<file path="config.mk">
export PLATFORM = sky130hd
export DESIGN_NAME = deadline_timer_table_unit
export DESIGN_NICKNAME = d
export VERILOG_FILES = /design/src/hdl/dtt_pkg.sv /design/src/hdl/deadline_timer_table_unit.sv /design/src/hdl/dtt_front.sv /design/src/hdl/dtt_back.sv
export SDC_FILE = /design/constraint.sdc
export NUM_CORES = 2
export LEC_CHECK = 0
export BUFFER_PORTS_ARGS = -buffer_cell sky130_fd_sc_hd__clkbuf_2
export CORE_UTILIZATION = 25
export DETAILED_ROUTE_END_ITERATION = 10
export GPL_TIMING_DRIVEN = 1
export SETUP_SLACK_MARGIN = 0.4
export SLEW_MARGIN = 25
export SYNTH_ARGS = -nofsm -noshare
export SYNTH_HDL_FRONTEND = slang
export SYNTH_SLANG_ARGS = --single-unit
</file>
<file path="constraint.sdc">
create_clock -name clk_i -period 27.3 [get_ports clk_i]
set_input_delay 4.095 -clock clk_i [delete_from_list [all_inputs] [get_ports clk_i]]
set_output_delay 4.095 -clock clk_i [all_outputs]
set_load 0.01 [all_outputs]
</file>
<file path="src/hdl/dtt_pkg.sv">
`timescale 1ns / 1ps
package dtt_pkg;

  localparam int unsigned DefaultSlots = 32;
  localparam int unsigned IdW = 5;
  localparam int unsigned TimeW = 32;
  localparam int unsigned WinW = 31;
  localparam logic [WinW-1:0] LazyWindowReset = 31'd300;
  localparam int unsigned QueueDepth = 2;

  typedef enum logic [2:0] {
    OP_ADD    = 3'd0,
    OP_DELETE = 3'd1,
    OP_QUERY  = 3'd2,
    OP_EXPIRE = 3'd3,
    OP_CANCEL = 3'd4
  } op_e;

  typedef enum logic [2:0] {
    KIND_ADDED     = 3'd0,
    KIND_KEPT      = 3'd1,
    KIND_DELETED   = 3'd2,
    KIND_NOT_ARMED = 3'd3,
    KIND_REMAINING = 3'd4,
    KIND_EXPIRED   = 3'd5,
    KIND_CANCELLED = 3'd6,
    KIND_DONE      = 3'd7
  } kind_e;

  localparam logic [2:0] RegLazyWindow = 3'd0;

  typedef struct packed {
    logic [2:0]       op;
    logic [IdW-1:0]   timer_id;
    logic [TimeW-1:0] duration;
    logic [TimeW-1:0] now;
    logic             cancelable;
  } req_t;

  typedef struct packed {
    logic [IdW-1:0]   timer_id_res;
    logic [2:0]       kind;
    logic [TimeW-1:0] remaining;
    logic             last;
  } rsp_t;

  // Classified command handed from the front end to the back end.
  typedef struct packed {
    op_e              op;
    logic [IdW-1:0]   slot;
    logic [TimeW-1:0] key;
    logic [TimeW-1:0] now;
    logic             cancelable;
  } cmd_t;

endpackage

</file>
<file path="src/hdl/deadline_timer_table_unit.sv">
`timescale 1ns / 1ps
// Flow: add and delete results are registered in the execute state once the queued input
// transaction is taken. Query, expire and cancel first scan the table four slots a cycle,
// so their first result follows the scan, and each further expire or cancel result follows
// a fresh scan that starts after the previous one is taken. The back end holds one command
// at a time and takes the next only once its last result is taken. Reset: clears armed and
// cancelable flags, queue, window 300.
module deadline_timer_table_unit #(
  parameter int unsigned Slots = dtt_pkg::DefaultSlots
) (
  input  logic          clk_i,
  input  logic          rst_ni,
  input  logic          req_valid_i,
  output logic          req_ready_o,
  input  dtt_pkg::req_t req_i,
  output logic          rsp_valid_o,
  input  logic          rsp_ready_i,
  output dtt_pkg::rsp_t rsp_o,
  input  logic          psel,
  input  logic          penable,
  input  logic          pwrite,
  input  logic [2:0]    paddr,
  input  logic [31:0]   pwdata,
  output logic [31:0]   prdata,
  output logic          pready
);
  import dtt_pkg::*;

  // The lazy window lives here; only the user ensures writes happen while the block is idle.
  logic [WinW-1:0] lazy_window_q;
  logic            cmd_valid, cmd_ready;
  cmd_t            cmd;

  assign pready = 1'b1;
  assign prdata = (paddr == RegLazyWindow) ? {1'b0, lazy_window_q} : '0;

  always_ff @(posedge clk_i or negedge rst_ni) begin
    if (!rst_ni) begin
      lazy_window_q <= LazyWindowReset;
    end else if (psel && penable && pwrite && paddr == RegLazyWindow) begin
      lazy_window_q <= pwdata[WinW-1:0];
    end
  end

  // The front end classifies each transaction and queues it for the table.
  dtt_front #(.Slots(Slots)) u_front (
    .clk_i, .rst_ni, .req_valid_i, .req_ready_o, .req_i,
    .cmd_valid_o(cmd_valid), .cmd_ready_i(cmd_ready), .cmd_o(cmd)
  );

  // The back end owns the table and emits one result transaction at a time.
  dtt_back #(.Slots(Slots)) u_back (
    .clk_i, .rst_ni, .lazy_window_i(lazy_window_q),
    .cmd_valid_i(cmd_valid), .cmd_ready_o(cmd_ready), .cmd_i(cmd),
    .rsp_valid_o, .rsp_ready_i, .rsp_o
  );

endmodule

</file>
<file path="src/hdl/dtt_front.sv">
`timescale 1ns / 1ps
module dtt_front #(
  parameter int unsigned Slots = dtt_pkg::DefaultSlots
) (
  input  logic          clk_i,
  input  logic          rst_ni,
  input  logic          req_valid_i,
  output logic          req_ready_o,
  input  dtt_pkg::req_t req_i,
  output logic          cmd_valid_o,
  input  logic          cmd_ready_i,
  output dtt_pkg::cmd_t cmd_o
);
  import dtt_pkg::*;

  localparam int unsigned PtrW = (QueueDepth > 1) ? $clog2(QueueDepth) : 1;

  cmd_t              mem_q [QueueDepth];
  logic [PtrW-1:0]   wr_q, wr_d, rd_q, rd_d;
  logic [PtrW:0]     cnt_q, cnt_d;
  cmd_t              cmd_new;
  logic              known_op, push, pop;
  logic [IdW-1:0]    slot_w;

  always_comb begin
    slot_w = req_i.timer_id;
    if (Slots < 32) begin
      // Restoring reduction modulo Slots, one compare and subtract per bit.
      for (int s = IdW - 1; s >= 0; s--) begin
        if (32'(slot_w) >= (Slots << s)) begin
          slot_w = IdW'(32'(slot_w) - (Slots << s));
        end
      end
    end
  end

  assign known_op = (req_i.op <= 3'(OP_CANCEL));

  always_comb begin
    cmd_new.op         = op_e'(req_i.op);
    cmd_new.slot       = slot_w;
    cmd_new.key        = req_i.now + req_i.duration;
    cmd_new.now        = req_i.now;
    cmd_new.cancelable = req_i.cancelable;
  end

  assign req_ready_o = (cnt_q != (PtrW+1)'(QueueDepth));
  // Unknown operations are accepted and dropped here.
  assign push = req_valid_i && req_ready_o && known_op;
  assign cmd_valid_o = (cnt_q != '0);
  assign pop = cmd_valid_o && cmd_ready_i;
  assign cmd_o = mem_q[rd_q];

  always_comb begin
    wr_d = wr_q;
    rd_d = rd_q;
    if (push) wr_d = (32'(wr_q) == QueueDepth - 1) ? '0 : wr_q + 1'b1;
    if (pop)  rd_d = (32'(rd_q) == QueueDepth - 1) ? '0 : rd_q + 1'b1;
    cnt_d = cnt_q + (PtrW+1)'(push) - (PtrW+1)'(pop);
  end

  always_ff @(posedge clk_i or negedge rst_ni) begin
    if (!rst_ni) begin
      wr_q  <= '0;
      rd_q  <= '0;
      cnt_q <= '0;
    end else begin
      wr_q  <= wr_d;
      rd_q  <= rd_d;
      cnt_q <= cnt_d;
    end
  end

  always_ff @(posedge clk_i) begin
    if (push) mem_q[wr_q] <= cmd_new;
  end

  a_no_overflow: assert property (@(posedge clk_i) disable iff (!rst_ni)
    cnt_q <= (PtrW+1)'(QueueDepth)) else $error("queue overflow");
  a_no_underflow: assert property (@(posedge clk_i) disable iff (!rst_ni)
    pop |-> cnt_q != '0) else $error("queue underflow");
  a_count_step: assert property (@(posedge clk_i) disable iff (!rst_ni)
    (push && !pop) |=> cnt_q == $past(cnt_q) + 1'b1) else $error("count slip");

endmodule

</file>
<file path="src/hdl/dtt_back.sv">
`timescale 1ns / 1ps
module dtt_back #(
  parameter int unsigned Slots = dtt_pkg::DefaultSlots
) (
  input  logic                  clk_i,
  input  logic                  rst_ni,
  input  logic [dtt_pkg::WinW-1:0] lazy_window_i,
  input  logic                  cmd_valid_i,
  output logic                  cmd_ready_o,
  input  dtt_pkg::cmd_t         cmd_i,
  output logic                  rsp_valid_o,
  input  logic                  rsp_ready_i,
  output dtt_pkg::rsp_t         rsp_o
);
  import dtt_pkg::*;

  localparam int unsigned SW = (Slots > 1) ? $clog2(Slots) : 1;
  // Slots examined per cycle of the earliest-deadline scan.
  localparam int unsigned Lanes = 4;

  typedef enum logic [1:0] {
    ST_IDLE,
    ST_SCAN,
    ST_EXEC,
    ST_OUT
  } state_e;

  state_e           state_q;
  cmd_t             cmd_q;
  logic [Slots-1:0] armed_q, cancel_ok_q;
  logic [TimeW-1:0] deadline_q [Slots];
  rsp_t             rsp_q, rsp_d;
  logic             rsp_valid_q;
  logic             more_q, more_d;   // loop continues after the pending result

  // Running earliest search in ascending slot order; a later slot wins only when
  // strictly earlier, so ties go to the lowest slot.
  logic [SW:0]      scan_q;
  logic             found_q, found_d;
  logic [SW-1:0]    best_q, best_d;
  logic [TimeW-1:0] best_dl_q, best_dl_d;
  logic [SW:0]      lane_idx;
  logic [TimeW-1:0] lane_dl;
  logic             scan_done;

  always_comb begin
    found_d   = found_q;
    best_d    = best_q;
    best_dl_d = best_dl_q;
    lane_idx  = scan_q;
    lane_dl   = '0;
    for (int l = 0; l < Lanes; l++) begin
      lane_idx = scan_q + (SW+1)'(l);
      if (32'(lane_idx) < Slots && armed_q[lane_idx[SW-1:0]]) begin
        lane_dl = deadline_q[lane_idx[SW-1:0]];
        if (!found_d || ((lane_dl - best_dl_d) >> (TimeW-1)) != '0) begin
          best_d    = lane_idx[SW-1:0];
          best_dl_d = lane_dl;
        end
        found_d = 1'b1;
      end
    end
  end

  assign scan_done = (32'(scan_q) + Lanes >= Slots);

  logic [SW-1:0]    slot;
  logic [TimeW-1:0] diff_key, mag, diff_now;
  logic             lazy, due, pop_hit;

  assign slot     = SW'(cmd_q.slot);
  assign diff_key = cmd_q.key - deadline_q[slot];
  assign mag      = diff_key[TimeW-1] ? (TimeW'(0) - diff_key) : diff_key;
  assign lazy     = armed_q[slot] && (mag < {1'b0, lazy_window_i});
  assign diff_now = best_dl_q - cmd_q.now;
  assign due      = (diff_now == '0) || diff_now[TimeW-1];
  assign pop_hit  = found_q && ((cmd_q.op == OP_EXPIRE) ? due : cancel_ok_q[best_q]);

  assign cmd_ready_o = (state_q == ST_IDLE);
  assign rsp_valid_o = rsp_valid_q;
  assign rsp_o       = rsp_q;

  always_comb begin
    rsp_d.timer_id_res = IdW'(slot);
    rsp_d.kind         = KIND_DONE;
    rsp_d.remaining    = '0;
    rsp_d.last         = 1'b1;
    more_d             = 1'b0;
    unique case (cmd_q.op)
      OP_ADD:    rsp_d.kind = lazy ? KIND_KEPT : KIND_ADDED;
      OP_DELETE: rsp_d.kind = armed_q[slot] ? KIND_DELETED : KIND_NOT_ARMED;
      OP_QUERY: begin
        rsp_d.kind = KIND_REMAINING;
        if (!found_q) begin
          rsp_d.timer_id_res = '0;
          rsp_d.remaining    = '1;
        end else begin
          rsp_d.timer_id_res = IdW'(best_q);
          rsp_d.remaining    = diff_now[TimeW-1] ? '0 : diff_now;
        end
      end
      OP_EXPIRE, OP_CANCEL: begin
        if (pop_hit) begin
          rsp_d.timer_id_res = IdW'(best_q);
          rsp_d.kind = (cmd_q.op == OP_EXPIRE) ? KIND_EXPIRED : KIND_CANCELLED;
          rsp_d.last = 1'b0;
          more_d     = 1'b1;
        end else begin
          rsp_d.timer_id_res = '0;
          rsp_d.kind         = KIND_DONE;
        end
      end
      default: rsp_d.kind = KIND_DONE;
    endcase
  end

  always_ff @(posedge clk_i or negedge rst_ni) begin
    if (!rst_ni) begin
      state_q     <= ST_IDLE;
      cmd_q       <= '0;
      armed_q     <= '0;
      cancel_ok_q <= '0;
      rsp_q       <= '0;
      rsp_valid_q <= 1'b0;
      more_q      <= 1'b0;
      scan_q      <= '0;
      found_q     <= 1'b0;
      best_q      <= '0;
      best_dl_q   <= '0;
    end else begin
      unique case (state_q)
        ST_IDLE: begin
          if (cmd_valid_i) begin
            cmd_q   <= cmd_i;
            scan_q  <= '0;
            found_q <= 1'b0;
            state_q <= (cmd_i.op == OP_ADD || cmd_i.op == OP_DELETE) ? ST_EXEC : ST_SCAN;
          end
        end
        ST_SCAN: begin
          scan_q    <= scan_q + (SW+1)'(Lanes);
          found_q   <= found_d;
          best_q    <= best_d;
          best_dl_q <= best_dl_d;
          if (scan_done) state_q <= ST_EXEC;
        end
        ST_EXEC: begin
          unique case (cmd_q.op)
            OP_ADD: begin
              cancel_ok_q[slot] <= cmd_q.cancelable;
              if (!lazy) armed_q[slot] <= 1'b1;
            end
            OP_DELETE: armed_q[slot] <= 1'b0;
            OP_EXPIRE, OP_CANCEL: begin
              if (pop_hit) armed_q[best_q] <= 1'b0;
            end
            default: ;
          endcase
          rsp_q       <= rsp_d;
          more_q      <= more_d;
          rsp_valid_q <= 1'b1;
          state_q     <= ST_OUT;
        end
        ST_OUT: begin
          if (rsp_ready_i) begin
            rsp_valid_q <= 1'b0;
            scan_q      <= '0;
            found_q     <= 1'b0;
            state_q     <= more_q ? ST_SCAN : ST_IDLE;
          end
        end
        default: state_q <= ST_IDLE;
      endcase
    end
  end

  always_ff @(posedge clk_i) begin
    if (state_q == ST_EXEC && cmd_q.op == OP_ADD && !lazy) deadline_q[slot] <= cmd_q.key;
  end

  a_valid_in_out: assert property (@(posedge clk_i) disable iff (!rst_ni)
    rsp_valid_q |-> state_q == ST_OUT) else $error("result outside output state");
  a_more_not_last: assert property (@(posedge clk_i) disable iff (!rst_ni)
    rsp_valid_q |-> (more_q == !rsp_q.last)) else $error("last flag mismatch");
  a_pop_disarms: assert property (@(posedge clk_i) disable iff (!rst_ni)
    (state_q == ST_OUT && more_q) |-> !armed_q[SW'(rsp_q.timer_id_res)])
    else $error("popped slot still armed");

endmodule
</file>
# Yosys cells after proc, flatten, opt, wreduce, memory -nomap -nowiden
# Memories as Yosys holds them, arrays and structs flattened.
# Index checks and enable logic that the tools add are counted.
# classes
order_cmp,15
add_sub_neg,17
bitwise_logic,5
eq_ne,14
n_mux,76
reduce_logical,43
# ops
cell,count
$mux 32,13
$sub 32x32->32,6
$pmux 32 s3,1
$and 32x32->32,2
$not 32->32,2
$mux 31,2
$mux 5,9
$lt 5x6->1 const B,6
$add 32x32->32,1
$bwmux 32,1
$ge 32x6->1 const B,1
$logic_not 32->1,1
$lt 32x31->1,1
$or 32x32->32,1
$sub 1x32->32 const A,1
$bmux 1 s5,6
$mux 1,28
$lt 6x6->1 const B,4
$pmux 6 s3,1
$logic_and 1x1->1,16
$add 6x2->6 const B,2
$mux 6,2
$pmux 3 s4,1
$demux 1 s5,2
other kinds (31),60
# word_totals
n_memories,2
regBits,261
ramBits,1170
out_inout_bits,76
wordCells,194
# memory_table
memory,depth,word_bits,read_ports,rd_ports_with_merged_regs,wr,line_no,text
u_back.deadline_q,32,32,5,0,1,dtt_back.sv:31,logic [TimeW-1:0] deadline_q [Slots];
u_front.mem_q,2,73,1,0,1,dtt_front.sv:18,cmd_t mem_q [QueueDepth];

# Depth between registers and ports, before layout
# An unclocked memory read counts as a cell.
# depth
ltp_word,17
ltp_mapped,66

# Modules after synthesis
# Synthesis repeated with hierarchy kept, for this count alone.
# hier_totals
cells_unflattened,4895
hier_area_um2,74300.0
# modules_own_cells
mod,seq_area_each_um2,cells_each,n_inst,area_each_um2
dtt_back,36354.9,4275,1,65419.0
dtt_front,4484.3,514,1,7319.5
deadline_timer_table_unit,780.7,106,1,1561.5

# Worst setup path before layout
# Ideal clock, no wire load.
# synth_timing
kind,reg2reg
startpoint,register u_back.scan_q[2]
endpoint,register u_back.best_q[2]
n_path_buf,11
arrival_ps,13793
slack_ps,13379
setup_ps,128
required_ps,27172
path_stages_with_launch,64
synth_period_minus_slack_ps,13921
cell_sequence,dfrtp_1 > buf_6 > buf_2 > clkbuf_1 > clkbuf_1 > buf_1 > mux4_2 > mux2_2 > ha_1 > a21o_1 > a221oi_1 > and3_1 > nor4b_4 > o21ai_0 > and3_1 > clkbuf_1 > clkbuf_1 > mux2i_1 > [28 not listed] > ha_1 > a21o_1 > a21oi_1 > nor2b_1 > o21ai_0 > nand2b_1 > a21oi_1 > nor2b_1 > o21ai_0 > nand2b_1 > a2111oi_0 > nand2_1 > nand3_1 > a21oi_1 > a41oi_1 > nand3_2 > a21oi_2 > mux2_1
# synth_via
elab_chain_len,17
# synth_rtl
element,line_no,text
from (decl),dtt_back.sv:38,logic [SW:0] scan_q;
from (signal assigned),dtt_back.sv:141,scan_q <= scan_q + (SW+1)'(Lanes);
$mem_v2 32x32,n/a,
$sub 32x32->32,dtt_back.sv:56,if (!found_d || ((lane_dl - best_dl_d) >> (TimeW-1)) != '0) begin
$logic_or 1x1->1,dtt_back.sv:56,
$mux 32,dtt_back.sv:56,
$mux 32,dtt_back.sv:54,if (32'(lane_idx) < Slots && armed_q[lane_idx[SW-1:0]]) begin
$sub 32x32->32,dtt_back.sv:56,
$logic_or 1x1->1,dtt_back.sv:56,
$mux 32,dtt_back.sv:56,
$mux 32,dtt_back.sv:54,
$sub 32x32->32,dtt_back.sv:56,
$logic_or 1x1->1,dtt_back.sv:56,
$mux 32,dtt_back.sv:56,
$mux 32,dtt_back.sv:54,
$sub 32x32->32,dtt_back.sv:56,
$logic_or 1x1->1,dtt_back.sv:56,
$mux 5,dtt_back.sv:56,
$mux 5 (*),dtt_back.sv:54,
to (signal assigned),dtt_back.sv:143,best_q <= best_d;
to (decl),dtt_back.sv:40,"logic [SW-1:0] best_q, best_d;"
# Mark *: on every way between the ends. The rest lies on a longest branch, timed or not. The select of a mux whose other input is x is not followed.
# A chain may end at the register's enable or synchronous reset.

# Worst setup path in the final report
# Same ends and word-level chain as after synthesis.

==> impl_metrics.env <==
export IMPL_synth_xor_area_share_pct=1.16
export IMPL_fin_nets=5471
export IMPL_ctsHoldBuffers=0
export IMPL_place_hpwl_um=156000
export IMPL_arrival_ps=20480
export IMPL_critPathMostFrequentCell="o21ai_0"
export IMPL_cts_made_buffers=150
export IMPL_crit_type="flop to flop"
export IMPL_syn_nets=5294
export IMPL_finalCritPeriodShare_pct=72.4
export IMPL_synth_ff_type="edfxtp_1"
export IMPL_synth_most_common_cell="edfxtp_1"
export IMPL_maxCapViolCount=0
export IMPL_cts_sink_count=1429
export IMPL_power_uw=10900
export IMPL_grt_max_degree=91
export IMPL_post_cts_resized=0
export IMPL_setup_viol=0
export IMPL_synth_largest_area_cell="edfxtp_1"
export IMPL_wl_per_cell_um=27.1
export IMPL_cts_root_buf="clkbuf_16"
export IMPL_synth_area_mux_share_pct=20.7
export IMPL_top_usage_layer="met2"
export IMPL_antenna_found_initial=10
export IMPL_synthArstFlopShare_pct=18.1
export IMPL_ant_nets=0
export IMPL_place_gp_congestion=0.928
export IMPL_die_h_um=543
export IMPL_critPathBufInv=5
export IMPL_die_area_um2=295000
export IMPL_final_layout_size_suffix_gt1_share_pct=25.2
export IMPL_synth_common_cells="1170 x edfxtp_1, 536 x mux4_2, 298 x nand2_1, 255 x dfrtp_1, 255 x o21ai_0"
export IMPL_drc_errors=0
export IMPL_synth_compound_area_share_pct=8.05
export IMPL_initial_core_util_pct=25.2
export IMPL_met2_usage_pct=26.4
export IMPL_grt_overflow=0
export IMPL_syn_inst=4924
export IMPL_syn_cell_area_um2=73300
export IMPL_via_per_inst=5.28
export IMPL_yosys_area_top_type_share_pct=48.0
export IMPL_synth_top_family_by_area="multiplexers"
export IMPL_synth_simple_gate_area_share_pct=6.34
export IMPL_fmax_mhz=50.6
export IMPL_cpPeakStageDelay_ps=900
export IMPL_clockBufferDepth=4
export IMPL_die_w_um=543
export IMPL_worst_path_dominant_cell_family="compound AO/OA/AOI/OAI gates"
export IMPL_outcome="completed"
export IMPL_worstSkewPairLatency_ps=860
export IMPL_dr_first_iter_drc_count=6245
export IMPL_drt_pass1_iterations=8
export IMPL_grtUsageMet3_pct=3.25
export IMPL_yosys_top_cells_area="edfxtp_1 48%, mux4_2 16%, dfrtp_1 8.7%, ha_1 4.3%, mux2_2 2.1%"
export IMPL_end_kind="flop"
export IMPL_crit_path_top_delay_cell="o21ai_0"
export IMPL_yosys_warnings=0
export IMPL_irDropWorstVdd_mv=0.0907
export IMPL_synth_edf_count=1170
export IMPL_use_met1_pct=20.5
export IMPL_track_usage_pct=16.3
export IMPL_worst_pin_slew_ps=1170
export IMPL_tns_ps=0
export IMPL_timing_hold_worst_class="flop to flop"
export IMPL_core_area_um2=291000
export IMPL_clkTransAtPathRegs_ps=60
export IMPL_ios=191
export IMPL_rows=198
export IMPL_tritoncts="done"
export IMPL_slew_viol_final=0
export IMPL_max_slew_margin_pct=22.1
export IMPL_path_max_fanout=80
export IMPL_critPathRequiredTime_ps=28010
export IMPL_ys_types=90
export IMPL_grt_pass1_wl_um=347000
export IMPL_ys_ff_latch=1429
export IMPL_area_growth_pct=15.0
export IMPL_period_minus_slack_ps=19770
export IMPL_hold_viol=0
export IMPL_synthAdderAreaFrac_pct=4.39
export IMPL_dr_total_vias=48137
export IMPL_drt_total_wl_um=247000
export IMPL_yosysSeqAreaShare_pct=56.8
export IMPL_rsz0062_at_grt="no"
export IMPL_port_buffers=187
export IMPL_start_kind="flop"
export IMPL_grt_pass1_vias=47398
export IMPL_postCtsSetupBuffers=0
export IMPL_fin_skew_ps=111
export IMPL_leakagePower_uw=0.0288
export IMPL_htree_num_levels=4
export IMPL_syn_avg_cell_area_um2=14.9
export IMPL_p_per_area_nw_per_um2=130
[worst register-to-register path, delay by kind of cell, from the launching register on]
kind,cells,cell delay [ps]
AOI/OAI and AO/OA,27,8790
muxes,5,1980
DFF,1,870
and+or+nand+nor,12,4020
adders and majority gates,4,1230
buffers and inverters,5,2810
[path summary, 6_finish.rpt]
kind | to | slack [ps] | start | cells after the start
worst max-delay path | u_back.best_q[2] | 7530 | u_back.scan_q[2] | 53
worst min-delay path | u_back.rsp_o[0] | 480 | u_back.rsp_o[0] | 1
worst max register to register | u_back.best_q[2] | 7530 | u_back.scan_q[2] | 53
worst min register to register | u_back.rsp_o[0] | 480 | u_back.rsp_o[0] | 1
max in group asynchronous | u_back.cmd_q[29] | 21810 | rst_ni | 3
min in group asynchronous | lazy_window_q[16] | 3320 | rst_ni | 1
[cell usage in the layout, fill, tap and decap left out, types with 81 or more instances in the layout]
master        n
clkbuf_2    186
o21ai_0     254
xnor2_1      81
clkbuf_16   153
inv_1       197
mux2_2      134
dfrtp_1     245
nor2_1      177
mux2i_1     148
a21oi_1     142
edfxtp_1   1170
mux4_2      536
nand2_1     297
buf_4       119
ha_1        251
[per-layer routing]
layer  part of all wire [%]  up-vias
li1                       -    20028
met1                     38    24760
met2                     47     2767
met3                    9.4      580
met4                    5.8        2
met5                 0.0041        -
[power by group]
| group | internal (uW) | leakage (uW) | switching (uW) |
|---|---|---|---|
| registers | 2790 | 0.0139 | 276 |
| clock network | 1190 | 0.00239 | 897 |
| logic | 2280 | 0.0125 | 3510 |
[area by class of cell]
type / instances / area (um^2)
Clock inverter: 87 / 907
Clock buffer: 174 / 3960
Timing Repair Buffer: 316 / 2050
Sequential cell: 1429 / 41600
Inverter: 197 / 739
Antenna cell: 1 / 2.50
Multi-Input combinational cell: 3007 / 30100
Fill cell: 28908 / 207000
Tap cell: 3900 / 4880
[through the flow]
step / cell area, um^2 / std cells / setup slack, ps / utilization, % / hold slack, ps
2_1_floorplan: 73300 / 4924 / 13380 / - / 450
3_3_place_gp: 79300 / 8845 / 7890 / 27.2 / 466
3_5_place_dp: 79400 / 8849 / 7880 / 27.3 / 469
4_1_cts: 84300 / 9110 / 7830 / 28.9 / 483
5_1_grt: 84300 / 9111 / 6770 / 28.9 / 510
6_report: 84300 / 9111 / 7530 / 28.9 / 480
[logic make-up after synthesis]
logic type                 after synthesis
and+or+nand+nor                        954
AOI/OAI and AO/OA                      875
xor gates and xnor gates                97
buffers and inverters                  488
DFF                                   1429
other                                    2
muxes                                  824
adders and majority gates              255
[registers in the layout, summed over array words and instances, names as in the netlist, 2 cells and up]
name,cells
u_back.deadline_q,1024
u_back.rsp_o,41
u_back.armed_q,32
u_front.mem_q,146
u_back.best_dl_q,32
u_back.slot,5
u_back.scan_q,4
u_back.best_q,5
u_back.state_q,2
u_back.cmd_q,68
u_back.cancel_ok_q,32
lazy_window_q,31
u_front.cnt_q,2
Power figures use the tool's default switching activity.
